--- src/rtl/sswq_pkg.sv ---
package sswq_pkg;

  // field widths of the stream items
  localparam int unsigned IN_ID_W    = 8;
  localparam int unsigned DUR_W      = 32;
  localparam int unsigned OUT_ID_W   = 8;
  localparam int unsigned IN_DATA_W  = 40;
  localparam int unsigned OUT_DATA_W = 8;

  // tick counter and stored wake times
  localparam int unsigned TIME_W = 64;

  // widest stored sleeper id the block supports
  localparam int unsigned MAX_ID_W = 16;

  // parameter defaults
  localparam int unsigned DEF_QUEUE_DEPTH = 16;
  localparam int unsigned DEF_ID_WIDTH    = 8;

  // input kinds (tuser) and result kinds (tuser)
  localparam logic MODE_SLEEP  = 1'b0;
  localparam logic MODE_TICK   = 1'b1;
  localparam logic EVT_WOKEN   = 1'b0;
  localparam logic EVT_REJECT  = 1'b1;

endpackage

--- src/rtl/sorted_sleep_wakeup_queue.sv ---
// sorted sleep / wakeup queue
// slave stream s_axis: one beat is either a sleep request (tuser = 0) carrying
// a sleeper id and a duration in tdata, or a timer tick (tuser = 1).
// master stream m_axis: one beat per result; tuser = 0 for a woken sleeper,
// 1 for a request rejected because the queue is full; tdata holds the id and
// tlast marks the final result caused by one input beat.
// the queue is a circular buffer in one ram; a single 64-bit comparator is
// shared by insertion and draining under a small sequencer, and s_axis_tready
// is high only while the sequencer is idle.
// sleep request: each queued entry with a later wake time is read and then
// moved one place towards the tail (one ram read and one write each) until an
// entry keeps its place. zero duration: no entry and no result. rejection:
// one result. tick: due entries are popped from the head, each woken sleeper
// reported, the last with tlast; each step waits on the ram's registered
// read port.
// results leave through an output register: a stalled receiver holds the
// sequencer where it must emit, nothing is dropped.
// reset empties the queue and clears the tick count.
module sorted_sleep_wakeup_queue #(
  parameter int unsigned QUEUE_DEPTH = sswq_pkg::DEF_QUEUE_DEPTH,
  parameter int unsigned ID_WIDTH    = sswq_pkg::DEF_ID_WIDTH
) (
  input  logic                            clk,
  input  logic                            rst,
  input  logic                            s_axis_tvalid,
  output logic                            s_axis_tready,
  input  logic [sswq_pkg::IN_DATA_W-1:0]  s_axis_tdata,   // sleeper_id[7:0], duration[39:8]
  input  logic [0:0]                      s_axis_tuser,   // mode
  output logic                            m_axis_tvalid,
  input  logic                            m_axis_tready,
  output logic [sswq_pkg::OUT_DATA_W-1:0] m_axis_tdata,   // woken_id[7:0]
  output logic [0:0]                      m_axis_tuser,   // event_kind
  output logic                            m_axis_tlast
);

  localparam int unsigned IDX_W = $clog2(QUEUE_DEPTH);
  localparam int unsigned CNT_W = $clog2(QUEUE_DEPTH + 1);
  localparam int unsigned SUM_W = CNT_W + 1;
  localparam int unsigned ENT_W = sswq_pkg::TIME_W + ID_WIDTH;

  typedef enum logic [2:0] {
    ST_IDLE,
    ST_INS_RD,
    ST_INS_CMP,
    ST_POP_RD,
    ST_POP_CMP,
    ST_FLUSH,
    ST_REJ
  } state_t;

  state_t                         state;
  logic [sswq_pkg::TIME_W-1:0]    tick_count;
  logic [IDX_W-1:0]               head;
  logic [CNT_W-1:0]               count;
  logic [IDX_W-1:0]               pos;
  logic [CNT_W-1:0]               remain;
  logic [sswq_pkg::TIME_W-1:0]    when_t;
  logic [ID_WIDTH-1:0]            new_id;
  logic [sswq_pkg::IN_ID_W-1:0]   rej_id;
  logic                           pend_valid;
  logic [ID_WIDTH-1:0]            pend_id;
  logic [IDX_W-1:0]               raddr_q;

  logic                           in_fire;
  logic                           out_free;
  logic                           out_load;
  logic [sswq_pkg::IN_ID_W-1:0]   in_id;
  logic [sswq_pkg::DUR_W-1:0]     in_dur;
  logic [sswq_pkg::MAX_ID_W-1:0]  in_id_ext;
  logic [sswq_pkg::MAX_ID_W-1:0]  pend_id_ext;
  logic [SUM_W-1:0]               tail_sum;
  logic [IDX_W-1:0]               tail;
  logic [IDX_W-1:0]               pos_prev;
  logic [IDX_W-1:0]               head_nx;
  logic [IDX_W-1:0]               rd_addr;
  logic [ENT_W-1:0]               rd_data;
  logic [sswq_pkg::TIME_W-1:0]    rd_wake;
  logic [ID_WIDTH-1:0]            rd_id;
  logic                           rd_le_when;
  logic                           rd_due;
  logic                           we;
  logic [IDX_W-1:0]               waddr;
  logic [ENT_W-1:0]               wdata;

  assign s_axis_tready = (state == ST_IDLE);
  assign in_fire       = s_axis_tvalid && s_axis_tready;
  assign out_free      = !m_axis_tvalid || m_axis_tready;
  assign in_id         = s_axis_tdata[sswq_pkg::IN_ID_W-1:0];
  assign in_dur        = s_axis_tdata[sswq_pkg::IN_DATA_W-1:sswq_pkg::IN_ID_W];
  assign in_id_ext     = sswq_pkg::MAX_ID_W'(in_id);
  assign pend_id_ext   = sswq_pkg::MAX_ID_W'(pend_id);
  assign rd_wake       = rd_data[sswq_pkg::TIME_W-1:0];
  assign rd_id         = rd_data[ENT_W-1:sswq_pkg::TIME_W];

  always_comb begin
    // tail slot = (head + count) mod depth
    tail_sum = SUM_W'(head) + SUM_W'(count);
    if (tail_sum >= SUM_W'(QUEUE_DEPTH)) begin
      tail_sum = tail_sum - SUM_W'(QUEUE_DEPTH);
    end
    tail = tail_sum[IDX_W-1:0];

    pos_prev = (pos == '0) ? IDX_W'(QUEUE_DEPTH - 1) : pos - 1'b1;
    head_nx  = (head == IDX_W'(QUEUE_DEPTH - 1)) ? '0 : head + 1'b1;

    case (state)
      ST_POP_RD: rd_addr = head;
      ST_INS_RD: rd_addr = pos_prev;
      default:   rd_addr = raddr_q;
    endcase

    // the one shared comparator
    rd_le_when = (rd_wake <= ((state == ST_INS_CMP) ? when_t : tick_count));
    rd_due     = rd_le_when;

    // a new beat enters the output register
    case (state)
      ST_POP_CMP:      out_load = rd_due && pend_valid && out_free;
      ST_FLUSH, ST_REJ: out_load = out_free;
      default:         out_load = 1'b0;
    endcase

    we    = 1'b0;
    waddr = pos;
    wdata = {new_id, when_t};
    case (state)
      ST_INS_RD: begin
        we = (remain == '0);
      end
      ST_INS_CMP: begin
        we = 1'b1;
        // a later wake time moves one slot towards the tail
        if (!rd_le_when) begin
          wdata = rd_data;
        end
      end
      default: begin
        we = 1'b0;
      end
    endcase
  end

  sswq_ram #(
    .WIDTH (ENT_W),
    .DEPTH (QUEUE_DEPTH)
  ) u_ram (
    .clk   (clk),
    .we    (we),
    .waddr (waddr),
    .wdata (wdata),
    .raddr (rd_addr),
    .rdata (rd_data)
  );

  always_ff @(posedge clk) begin
    raddr_q <= rd_addr;
    if (rst) begin
      state         <= ST_IDLE;
      tick_count    <= '0;
      head          <= '0;
      count         <= '0;
      pend_valid    <= 1'b0;
      m_axis_tvalid <= 1'b0;
    end else begin
      if (out_load) begin
        m_axis_tvalid <= 1'b1;
      end else if (m_axis_tready) begin
        m_axis_tvalid <= 1'b0;
      end
      case (state)
        ST_IDLE: begin
          if (in_fire) begin
            if (s_axis_tuser[0] == sswq_pkg::MODE_TICK) begin
              tick_count <= tick_count + 1'b1;
              state      <= ST_POP_RD;
            end else if (in_dur == '0) begin
              state <= ST_IDLE;
            end else if (count == CNT_W'(QUEUE_DEPTH)) begin
              rej_id <= in_id;
              state  <= ST_REJ;
            end else begin
              when_t <= tick_count + sswq_pkg::TIME_W'(in_dur);
              new_id <= in_id_ext[ID_WIDTH-1:0];
              pos    <= tail;
              remain <= count;
              state  <= ST_INS_RD;
            end
          end
        end
        ST_INS_RD: begin
          if (remain == '0) begin
            count <= count + 1'b1;
            state <= ST_IDLE;
          end else begin
            state <= ST_INS_CMP;
          end
        end
        ST_INS_CMP: begin
          if (rd_le_when) begin
            count <= count + 1'b1;
            state <= ST_IDLE;
          end else begin
            pos    <= pos_prev;
            remain <= remain - 1'b1;
            state  <= ST_INS_RD;
          end
        end
        ST_POP_RD: begin
          if (count == '0) begin
            state <= pend_valid ? ST_FLUSH : ST_IDLE;
          end else begin
            state <= ST_POP_CMP;
          end
        end
        ST_POP_CMP: begin
          if (rd_due) begin
            // one popped entry is held back until we know whether it is last
            if (!pend_valid || out_free) begin
              if (pend_valid) begin
                m_axis_tdata  <= pend_id_ext[sswq_pkg::OUT_ID_W-1:0];
                m_axis_tuser  <= sswq_pkg::EVT_WOKEN;
                m_axis_tlast  <= 1'b0;
              end
              pend_valid <= 1'b1;
              pend_id    <= rd_id;
              head       <= head_nx;
              count      <= count - 1'b1;
              state      <= ST_POP_RD;
            end
          end else begin
            state <= pend_valid ? ST_FLUSH : ST_IDLE;
          end
        end
        ST_FLUSH: begin
          if (out_free) begin
            m_axis_tdata  <= pend_id_ext[sswq_pkg::OUT_ID_W-1:0];
            m_axis_tuser  <= sswq_pkg::EVT_WOKEN;
            m_axis_tlast  <= 1'b1;
            pend_valid    <= 1'b0;
            state         <= ST_IDLE;
          end
        end
        ST_REJ: begin
          if (out_free) begin
            m_axis_tdata  <= rej_id;
            m_axis_tuser  <= sswq_pkg::EVT_REJECT;
            m_axis_tlast  <= 1'b1;
            state         <= ST_IDLE;
          end
        end
        default: begin
          state <= ST_IDLE;
        end
      endcase
    end
  end

  a_count_bound: assert property (@(posedge clk) disable iff (rst)
    count <= CNT_W'(QUEUE_DEPTH))
    else $error("queue occupancy beyond depth");

  a_count_step: assert property (@(posedge clk) disable iff (rst)
    count != $past(count) |-> (count == $past(count) + 1'b1) ||
                              (count == $past(count) - 1'b1))
    else $error("occupancy moved by more than one");

  a_idle_no_pend: assert property (@(posedge clk) disable iff (rst)
    state == ST_IDLE |-> !pend_valid)
    else $error("woken sleeper left unreported");

  a_reject_last: assert property (@(posedge clk) disable iff (rst)
    m_axis_tvalid && (m_axis_tuser[0] == sswq_pkg::EVT_REJECT) |-> m_axis_tlast)
    else $error("rejection beat without tlast");

endmodule

--- src/rtl/sswq_ram.sv ---
module sswq_ram #(
  parameter int unsigned WIDTH = 72,
  parameter int unsigned DEPTH = 16
) (
  input  logic                     clk,
  input  logic                     we,
  input  logic [$clog2(DEPTH)-1:0] waddr,
  input  logic [WIDTH-1:0]         wdata,
  input  logic [$clog2(DEPTH)-1:0] raddr,
  output logic [WIDTH-1:0]         rdata
);

  logic [WIDTH-1:0] mem [DEPTH];

  always_ff @(posedge clk) begin
    if (we) begin
      mem[waddr] <= wdata;
    end
    rdata <= mem[raddr];
  end

endmodule
--- config.mk ---
export PLATFORM = sky130hd
export DESIGN_NAME = sorted_sleep_wakeup_queue
export DESIGN_NICKNAME = d
export VERILOG_FILES = /design/src/rtl/sswq_pkg.sv /design/src/rtl/sorted_sleep_wakeup_queue.sv /design/src/rtl/sswq_ram.sv
export SDC_FILE = /design/constraint.sdc
export NUM_CORES = 2
export LEC_CHECK = 0
export ABC_CLOCK_PERIOD_IN_PS = 11300
export BUFFER_PORTS_ARGS = -buffer_cell sky130_fd_sc_hd__buf_4
export CELL_PAD_IN_SITES_DETAIL_PLACEMENT = 1
export CELL_PAD_IN_SITES_GLOBAL_PLACEMENT = 1
export CORE_UTILIZATION = 52
export DETAILED_ROUTE_END_ITERATION = 7
export PLACE_DENSITY_LB_ADDON = 0.1
export SLEW_MARGIN = 20
export SYNTH_ARGS = -nofsm -noshare
export SYNTH_HDL_FRONTEND = slang
export SYNTH_SLANG_ARGS = --single-unit
export TNS_END_PERCENT = 100
--- constraint.sdc ---
create_clock -name clk -period 11.3 [get_ports clk]
set_input_delay 1.13 -clock clk [delete_from_list [all_inputs] [get_ports clk]]
set_output_delay 1.13 -clock clk [all_outputs]
set_load 0.005 [all_outputs]
### Word level (Yosys, flattened, before mapping)

Memories as Yosys holds them, arrays and structs flattened. A register that Yosys moved wholly into a read port is not among the register bits.
Index checks and enable logic that the tools add are counted.

| operators by class | value |
|---|---|
| $add $sub $neg | 9 |
| $mul | 0 |
| divide/modulo/power cells | 0 |
| magnitude comparators | 2 |
| equality and inequality tests | 22 |
| shift-type cells | 0 |
| multiplexer cells | 58 |
| bitwise logic cells | 4 |
| reductions and logical operators | 30 |

Operators with widths:

| kind | count |
|---|---|
| $mux W72 | 2 |
| $add A64 B1 Y64 const B | 1 |
| $add A64 B32 Y64 | 1 |
| $le A64 B64 Y1 | 1 |
| $mux W64 | 1 |
| $mux W5 | 9 |
| $mux W8 | 5 |
| $logic_not A32 Y1 | 1 |
| $mux W4 | 8 |
| $mux W3 | 9 |
| $pmux W8 S3 | 1 |
| $ne A2 B2 Y1 const B | 11 |
| $pmux W3 S6 | 1 |
| $reduce_and A6 Y1 | 3 |
| $pmux W4 S2 | 2 |
| $pmux W5 S3 | 1 |
| $reduce_and A7 Y1 | 2 |
| $mux W1 | 12 |
| $logic_not A5 Y1 | 2 |
| $pmux W5 S2 | 1 |
| $sub A5 B1 Y5 const B | 2 |
| $eq A3 B3 Y1 const B | 3 |
| $reduce_and A3 Y1 | 3 |
| $pmux W1 S2 | 4 |
| 24 further kinds | 39 |

| storage, ports and cells | value |
|---|---|
| register bits after elaboration | 189 |
| latch bits | 0 |
| RAM bits | 1,152 |
| bits in read-only memories | 0 |
| input port bits | 45 |
| output and inout port bits | 12 |
| word-level logic and storage cells | 142 |
| memories | 1 |

Memory list:

| name | words | bits a word | rd ports | clocked after memory_dff | write ports | line | text |
|---|---|---|---|---|---|---|---|
| u_ram.mem | 16 | 72 | 1 | 1 | 1 | sswq_ram.sv:13 | `logic [WIDTH-1:0] mem [DEPTH];` |

### Longest topological paths before layout

| logic depth | value |
|---|---|
| depth in word-level cells | 8 |
| depth in mapped cells | 17 |
| mapped depth without buffers | 13 |

### Hierarchy

From an unflattened synthesis, not the netlist that was laid out.

| second synthesis, totals | value |
|---|---|
| cells, all modules | 3,166 |
| area, all modules | 57,397.5 µm² |

By module, submodules not included:

| module | instances | cells an instance | area an instance (µm²) | sequential area each (µm²) |
|---|---|---|---|---|
| sswq_ram | 1 | 1,850 | 44,552.7 | 36,034.6 |
| sorted_sleep_wakeup_queue | 1 | 1,316 | 12,844.8 | 4,854.7 |

### Worst setup path before layout

Ideal clock, no wire load.

| timing path | value |
|---|---|
| path type | input port to flip-flop |
| start | input port rst |
| end | register new_id[0], enable pin |
| library setup time | 0.679 ns |
| data arrival time | 8.426 ns |
| required time | 10.621 ns |
| setup slack | 2.194 ns |
| stages on the path | 3 |
| buffers on the path | 2 |
| cells stage by stage | clkbuf_1 > clkbuf_1 > nor4_1 |

| between the ends | value |
|---|---|
| longest elaborated chain between the ends | 2 |

RTL lines:

| item | line | text |
|---|---|---|
| start: declaration | sorted_sleep_wakeup_queue.sv:24 | `input logic rst,` |
| $not A1 Y1 (no line) | -- |  |
| $reduce_and A6 Y1 (no line) | -- |  |
| end signal: assignment | sorted_sleep_wakeup_queue.sv:183 | `new_id <= in_id_ext[ID_WIDTH-1:0];` |
| end: declaration | sorted_sleep_wakeup_queue.sv:58 | `logic [ID_WIDTH-1:0] new_id;` |

No other way between the ends.
A chain may end at the register's enable or synchronous reset.

### Worst setup path after layout

| timing path | value |
|---|---|
| start | register state[1] |
| end | memory u_ram.mem[0][15] (data pin) |

| between the ends | value |
|---|---|
| longest elaborated chain between the ends | 5 |

RTL lines:

| item | line | text |
|---|---|---|
| start: declaration | sorted_sleep_wakeup_queue.sv:51 | `state_t state;` |
| start signal: assignment | sorted_sleep_wakeup_queue.sv:210 | `state <= pend_valid ? ST_FLUSH : ST_IDLE;` |
| start signal: assignment | sorted_sleep_wakeup_queue.sv:231 | `state <= pend_valid ? ST_FLUSH : ST_IDLE;` |
| $eq A3 B2 Y1 (*) | sorted_sleep_wakeup_queue.sv:113, sorted_sleep_wakeup_queue.sv:126 |  |
| $mux W64 | sorted_sleep_wakeup_queue.sv:113 | `rd_le_when = (rd_wake <= ((state == ST_INS_CMP) ? when_t : tick_count));` |
| $le A64 B64 Y1 | sorted_sleep_wakeup_queue.sv:113 |  |
| $mux W72 | sorted_sleep_wakeup_queue.sv:133 | `if (!rd_le_when) begin` |
| $mux W72 (*) | sorted_sleep_wakeup_queue.sv:126 | `case (state)` |
| net u_ram.wdata[15] | sswq_ram.sv:8 | `input logic [WIDTH-1:0] wdata,` |
| end: declaration | sswq_ram.sv:13 |  |

The timed path passes the listed nets; every way through them passes the cells marked *.

==> results.md <==
* Layout net count at between 4000 and 5000
* FF-to-FF End: u_ram.mem[0][15]$_DFFE_PP_
* Postcts setup bufs at 0
* Ports at between 50 and 60
* Die area at ~0.12 sq mm
* Worst reg2reg path depth at 13
* Max cap viols at 0
* CP startpoint kind: flop
* Hold WS at 0.464 ns
* Period utilization at 0.644
* Core Rows at between 100 and 150
* Critical path class: reg2reg
* Hold worst-path end: pend_id[7]$_DFFE_PP_
* Max incr delay on CP at between 0.8 and 0.9 ns
* Ys flop type: edfxtp_1
* Fmax at 137 MHz
* Placeable core area at between 0.1 and 0.15 sq mm
* Diodes inserted at 0
* Mapped Cells at between 4000 and 5000
* Tmin final at approximately 7.3 ns
* Worst Skew at roughly 0.03 ns
* Worst path required time at approximately 12 ns
* Final setup viols at 0
* CTS sink count at between 1000 and 1500
* Number of hold buffers added after CTS at 0
* Die width at ~340 um
* Final WL at 175 mm
* Cell area after synthesis at about 0.060 sq mm
* Worst-path clk slew at around 0.060 ns
* Syn Area/Cell at approximately 12 sq um
* Crit path DAT at between 7 and 8 ns
* Outcome: finished, final reports clean
* Highest-delay cell along the critical path: dfxtp_1
* Drt via density at 6.21
* IO Port Bufs at 56
* Initial antenna violation count at 5
* Worst Path Max Fanout at between 40 and 50
* Hold Path Stages at 0
* Final Hold Vio Count at 0
* Clock root buffer: clkbuf_16
* ANT nets after route at 0
* Distinct cells, synth at 86
* First-pass GRT wire length at between 200 and 300 mm
* Hold Crit Class: reg2reg
* H-Tree Depth at 4
* Max-slew violations at 0
* Peak supply drop at 0.000244 V
* CTS tree: yes
* Die Y-Extent at 341 um
* Starting density of the core at 0.528
* Endpoint type of the worst setup path: flop
* Post-synth EDFFs at 1259
* 1st-iter DRT viols at approximately 3700
* Crit-path cells: and2_4 > buf_4 > mux2i_1 > ha_1 > nand4_1 > nor2_1 > nand2_1 > a31oi_1 > nor2_1 > a21boi_2 > nand2_4 > buf_4 > mux2_1
* Buf/Inv on CP at 2
* Hold_sp: u_ram.rdata[71]$_DFF_P_
* P per Cell Area at roughly 230 mW/mm^2
* Clock latency on the worst-skew pair at between 0.7 and 0.8 ns
* Warnings from Yosys at 0
* CTS Buffer Depth at 3
* Routed WL per cell at 27.3 um
* Largest net degree at the start of global routing at between 150 and 200
* Worst Tran Pin Value at 1.21 ns
* Gr ovfl total at 0
* Layout cells sized above 1 at 0.0809
* Router iterations before antenna repair at 5
* Synth Register Bits at ~1400
* Worst reg2reg path startpoint: state[1]$_SDFFE_PP0P_
* DR vias at roughly 40000
* Syn_nets at 4943
* Delay-heaviest family, CP: simple AND/OR/NAND/NOR gates
* Post-DP HPWL at around 95 mm
* DRC at 0
* Placer congestion estimate at a little under 0.9
* Ys async rst share at 0
* Total negative slack at 0 ns
* Synth-to-layout area growth at 10.9%
* Unrepaired setup endpoints after global routing: false
* Sequential element share of the synthesized area at 0.685
* LEAKAGE at around 0.023 uW
* Vias in the first global route at between 40000 and 50000
* CTS buffer count at ~150
* Flop-to-flop setup slack at 4.02 ns
* CTS resizes at 0
* Slew headroom at 0.192
* Gr usage total at 0.299
[worst max path at each step]
stage / startpoint / endpoint / slack [ns] / cells after the start
CTS: state[1]$_SDFFE_PP0P_ / u_ram.mem[7][21]$_DFFE_PP_ / 4.25 / 13
global route: state[1]$_SDFFE_PP0P_ / u_ram.mem[10][15]$_DFFE_PP_ / 3.85 / 13
finish: state[1]$_SDFFE_PP0P_ / u_ram.mem[0][15]$_DFFE_PP_ / 4.02 / 13
floorplan: rst / new_id[0]$_DFFE_PP_ / 2.19 / 3
detailed placement: state[1]$_SDFFE_PP0P_ / u_ram.mem[0][21]$_DFFE_PP_ / 4.31 / 13
global placement: state[1]$_SDFFE_PP0P_ / u_ram.mem[0][51]$_DFFE_PP_ / 4.54 / 13
[final cells by class]
type                       instances  area [sq um]
fill                           11081         46900
sequential                      1413         40900
multi-input combinational       3046         17600
clock buffer                     215          4230
tap                             1500          1880
timing repair buffer             122           941
clock inverter                    64           517
inverter                          36           150
[power breakdown]
part / leakage, uW / total [uW] / switching, uW / internal (uW)
combinational: 0.00798 / 4140 / 2900 / 1250
sequential: 0.0125 / 6350 / 236 / 6120
clock: 0.00231 / 4740 / 2060 / 2680
total: 0.0228 / 15200 / 5190 / 10000
[routing by layer]
metal	global-route usage	part of all wire	vias up
met4	0.0963	0.028	0
li1	-	-	17632
met1	0.418	0.44	20504
met3	0.0404	0.059	269
met5	0	0	-
met2	0.488	0.48	1294
[metrics by stage]
stage	instances	utilization	setup WS [ns]	cell area (sq um)	power, uW
finish	6396	0.585	4.02	66200	15200
CTS	6396	0.585	4.25	66200	15300
global route	6396	0.585	3.85	66200	15900
global placement	6117	0.543	4.54	61400	10400
floorplan	4785	-	2.19	59700	9250
detailed placement	6117	0.543	4.31	61400	10500
[flip-flops by register name, indices dropped and copies added (netlist names), 5 cells and up]
name	flops
u_ram.rdata	72
new_id	8
m_axis_tdata	8
u_ram.mem	1152
pend_id	8
rej_id	8
tick_count	64
when_t	64
count	5
remain	5
[cells in the final DEF (no fill, tap or decap), types with 7 or more instances in the layout]
cell       synthesis  layout
mux2i_1           64      64
o21a_1             9       7
nor2b_1           17      17
o21ai_0           39      39
edfxtp_1        1259    1259
nor2_1           139     127
buf_4              5     120
xnor2_1           59      59
clkbuf_16          0     154
and3_1           166     166
a31oi_1           78      78
xor2_1            66      66
ha_1             110     110
and2_1            11      11
o211ai_1          14      14
o21ai_1           12      11
dfxtp_1          154     154
clkinv_1           1      21
mux2_2            12      11
nor4_1            18      16
inv_1             33      33
clkinv_2           0      22
or3_1              9       9
a21o_1            15      15
clkbuf_8           0      15
nand4_1           42      42
a21oi_1          156     156
a311oi_1         217     217
nand3_1          335     335
nand2_1         1256    1256
nand2b_1          10      10
and4_1             8       8
nor2_4             0      12
mux2_1            70      70
clkbuf_1         186      46
nor3_1            36      31
[logic make-up (layout without fill, tap and decap cells)]
group           count (synthesis)  in the layout  share of synthesized area
fa+ha+maj                     113            113                     0.0241
buf+inv                       326            437                     0.0235
compound gates                596            596                     0.0708
xor+xnor                      125            125                     0.0183
mux                           146            146                     0.0262
simple gates                 2066           2066                      0.152
flops                        1413           1413                      0.685
[Yosys cell counts (17+ instances only)]
master / n / area (sq um)
edfxtp_1: 1259 / 37800
nand2_1: 1256 / 4710
nand3_1: 335 / 1680
a311oi_1: 217 / 1900
clkbuf_1: 186 / 698
and3_1: 166 / 1040
a21oi_1: 156 / 781
dfxtp_1: 154 / 3080
nor2_1: 139 / 522
ha_1: 110 / 1380
buf_2: 80 / 400
a31oi_1: 78 / 488
mux2_1: 70 / 788
xor2_1: 66 / 578
mux2i_1: 64 / 641
xnor2_1: 59 / 517
nand4_1: 42 / 263
o21ai_0: 39 / 195
nor3_1: 36 / 180
inv_1: 33 / 124
nor4_1: 18 / 113
nor2b_1: 17 / 106
(Power assumes the default switching activity.)
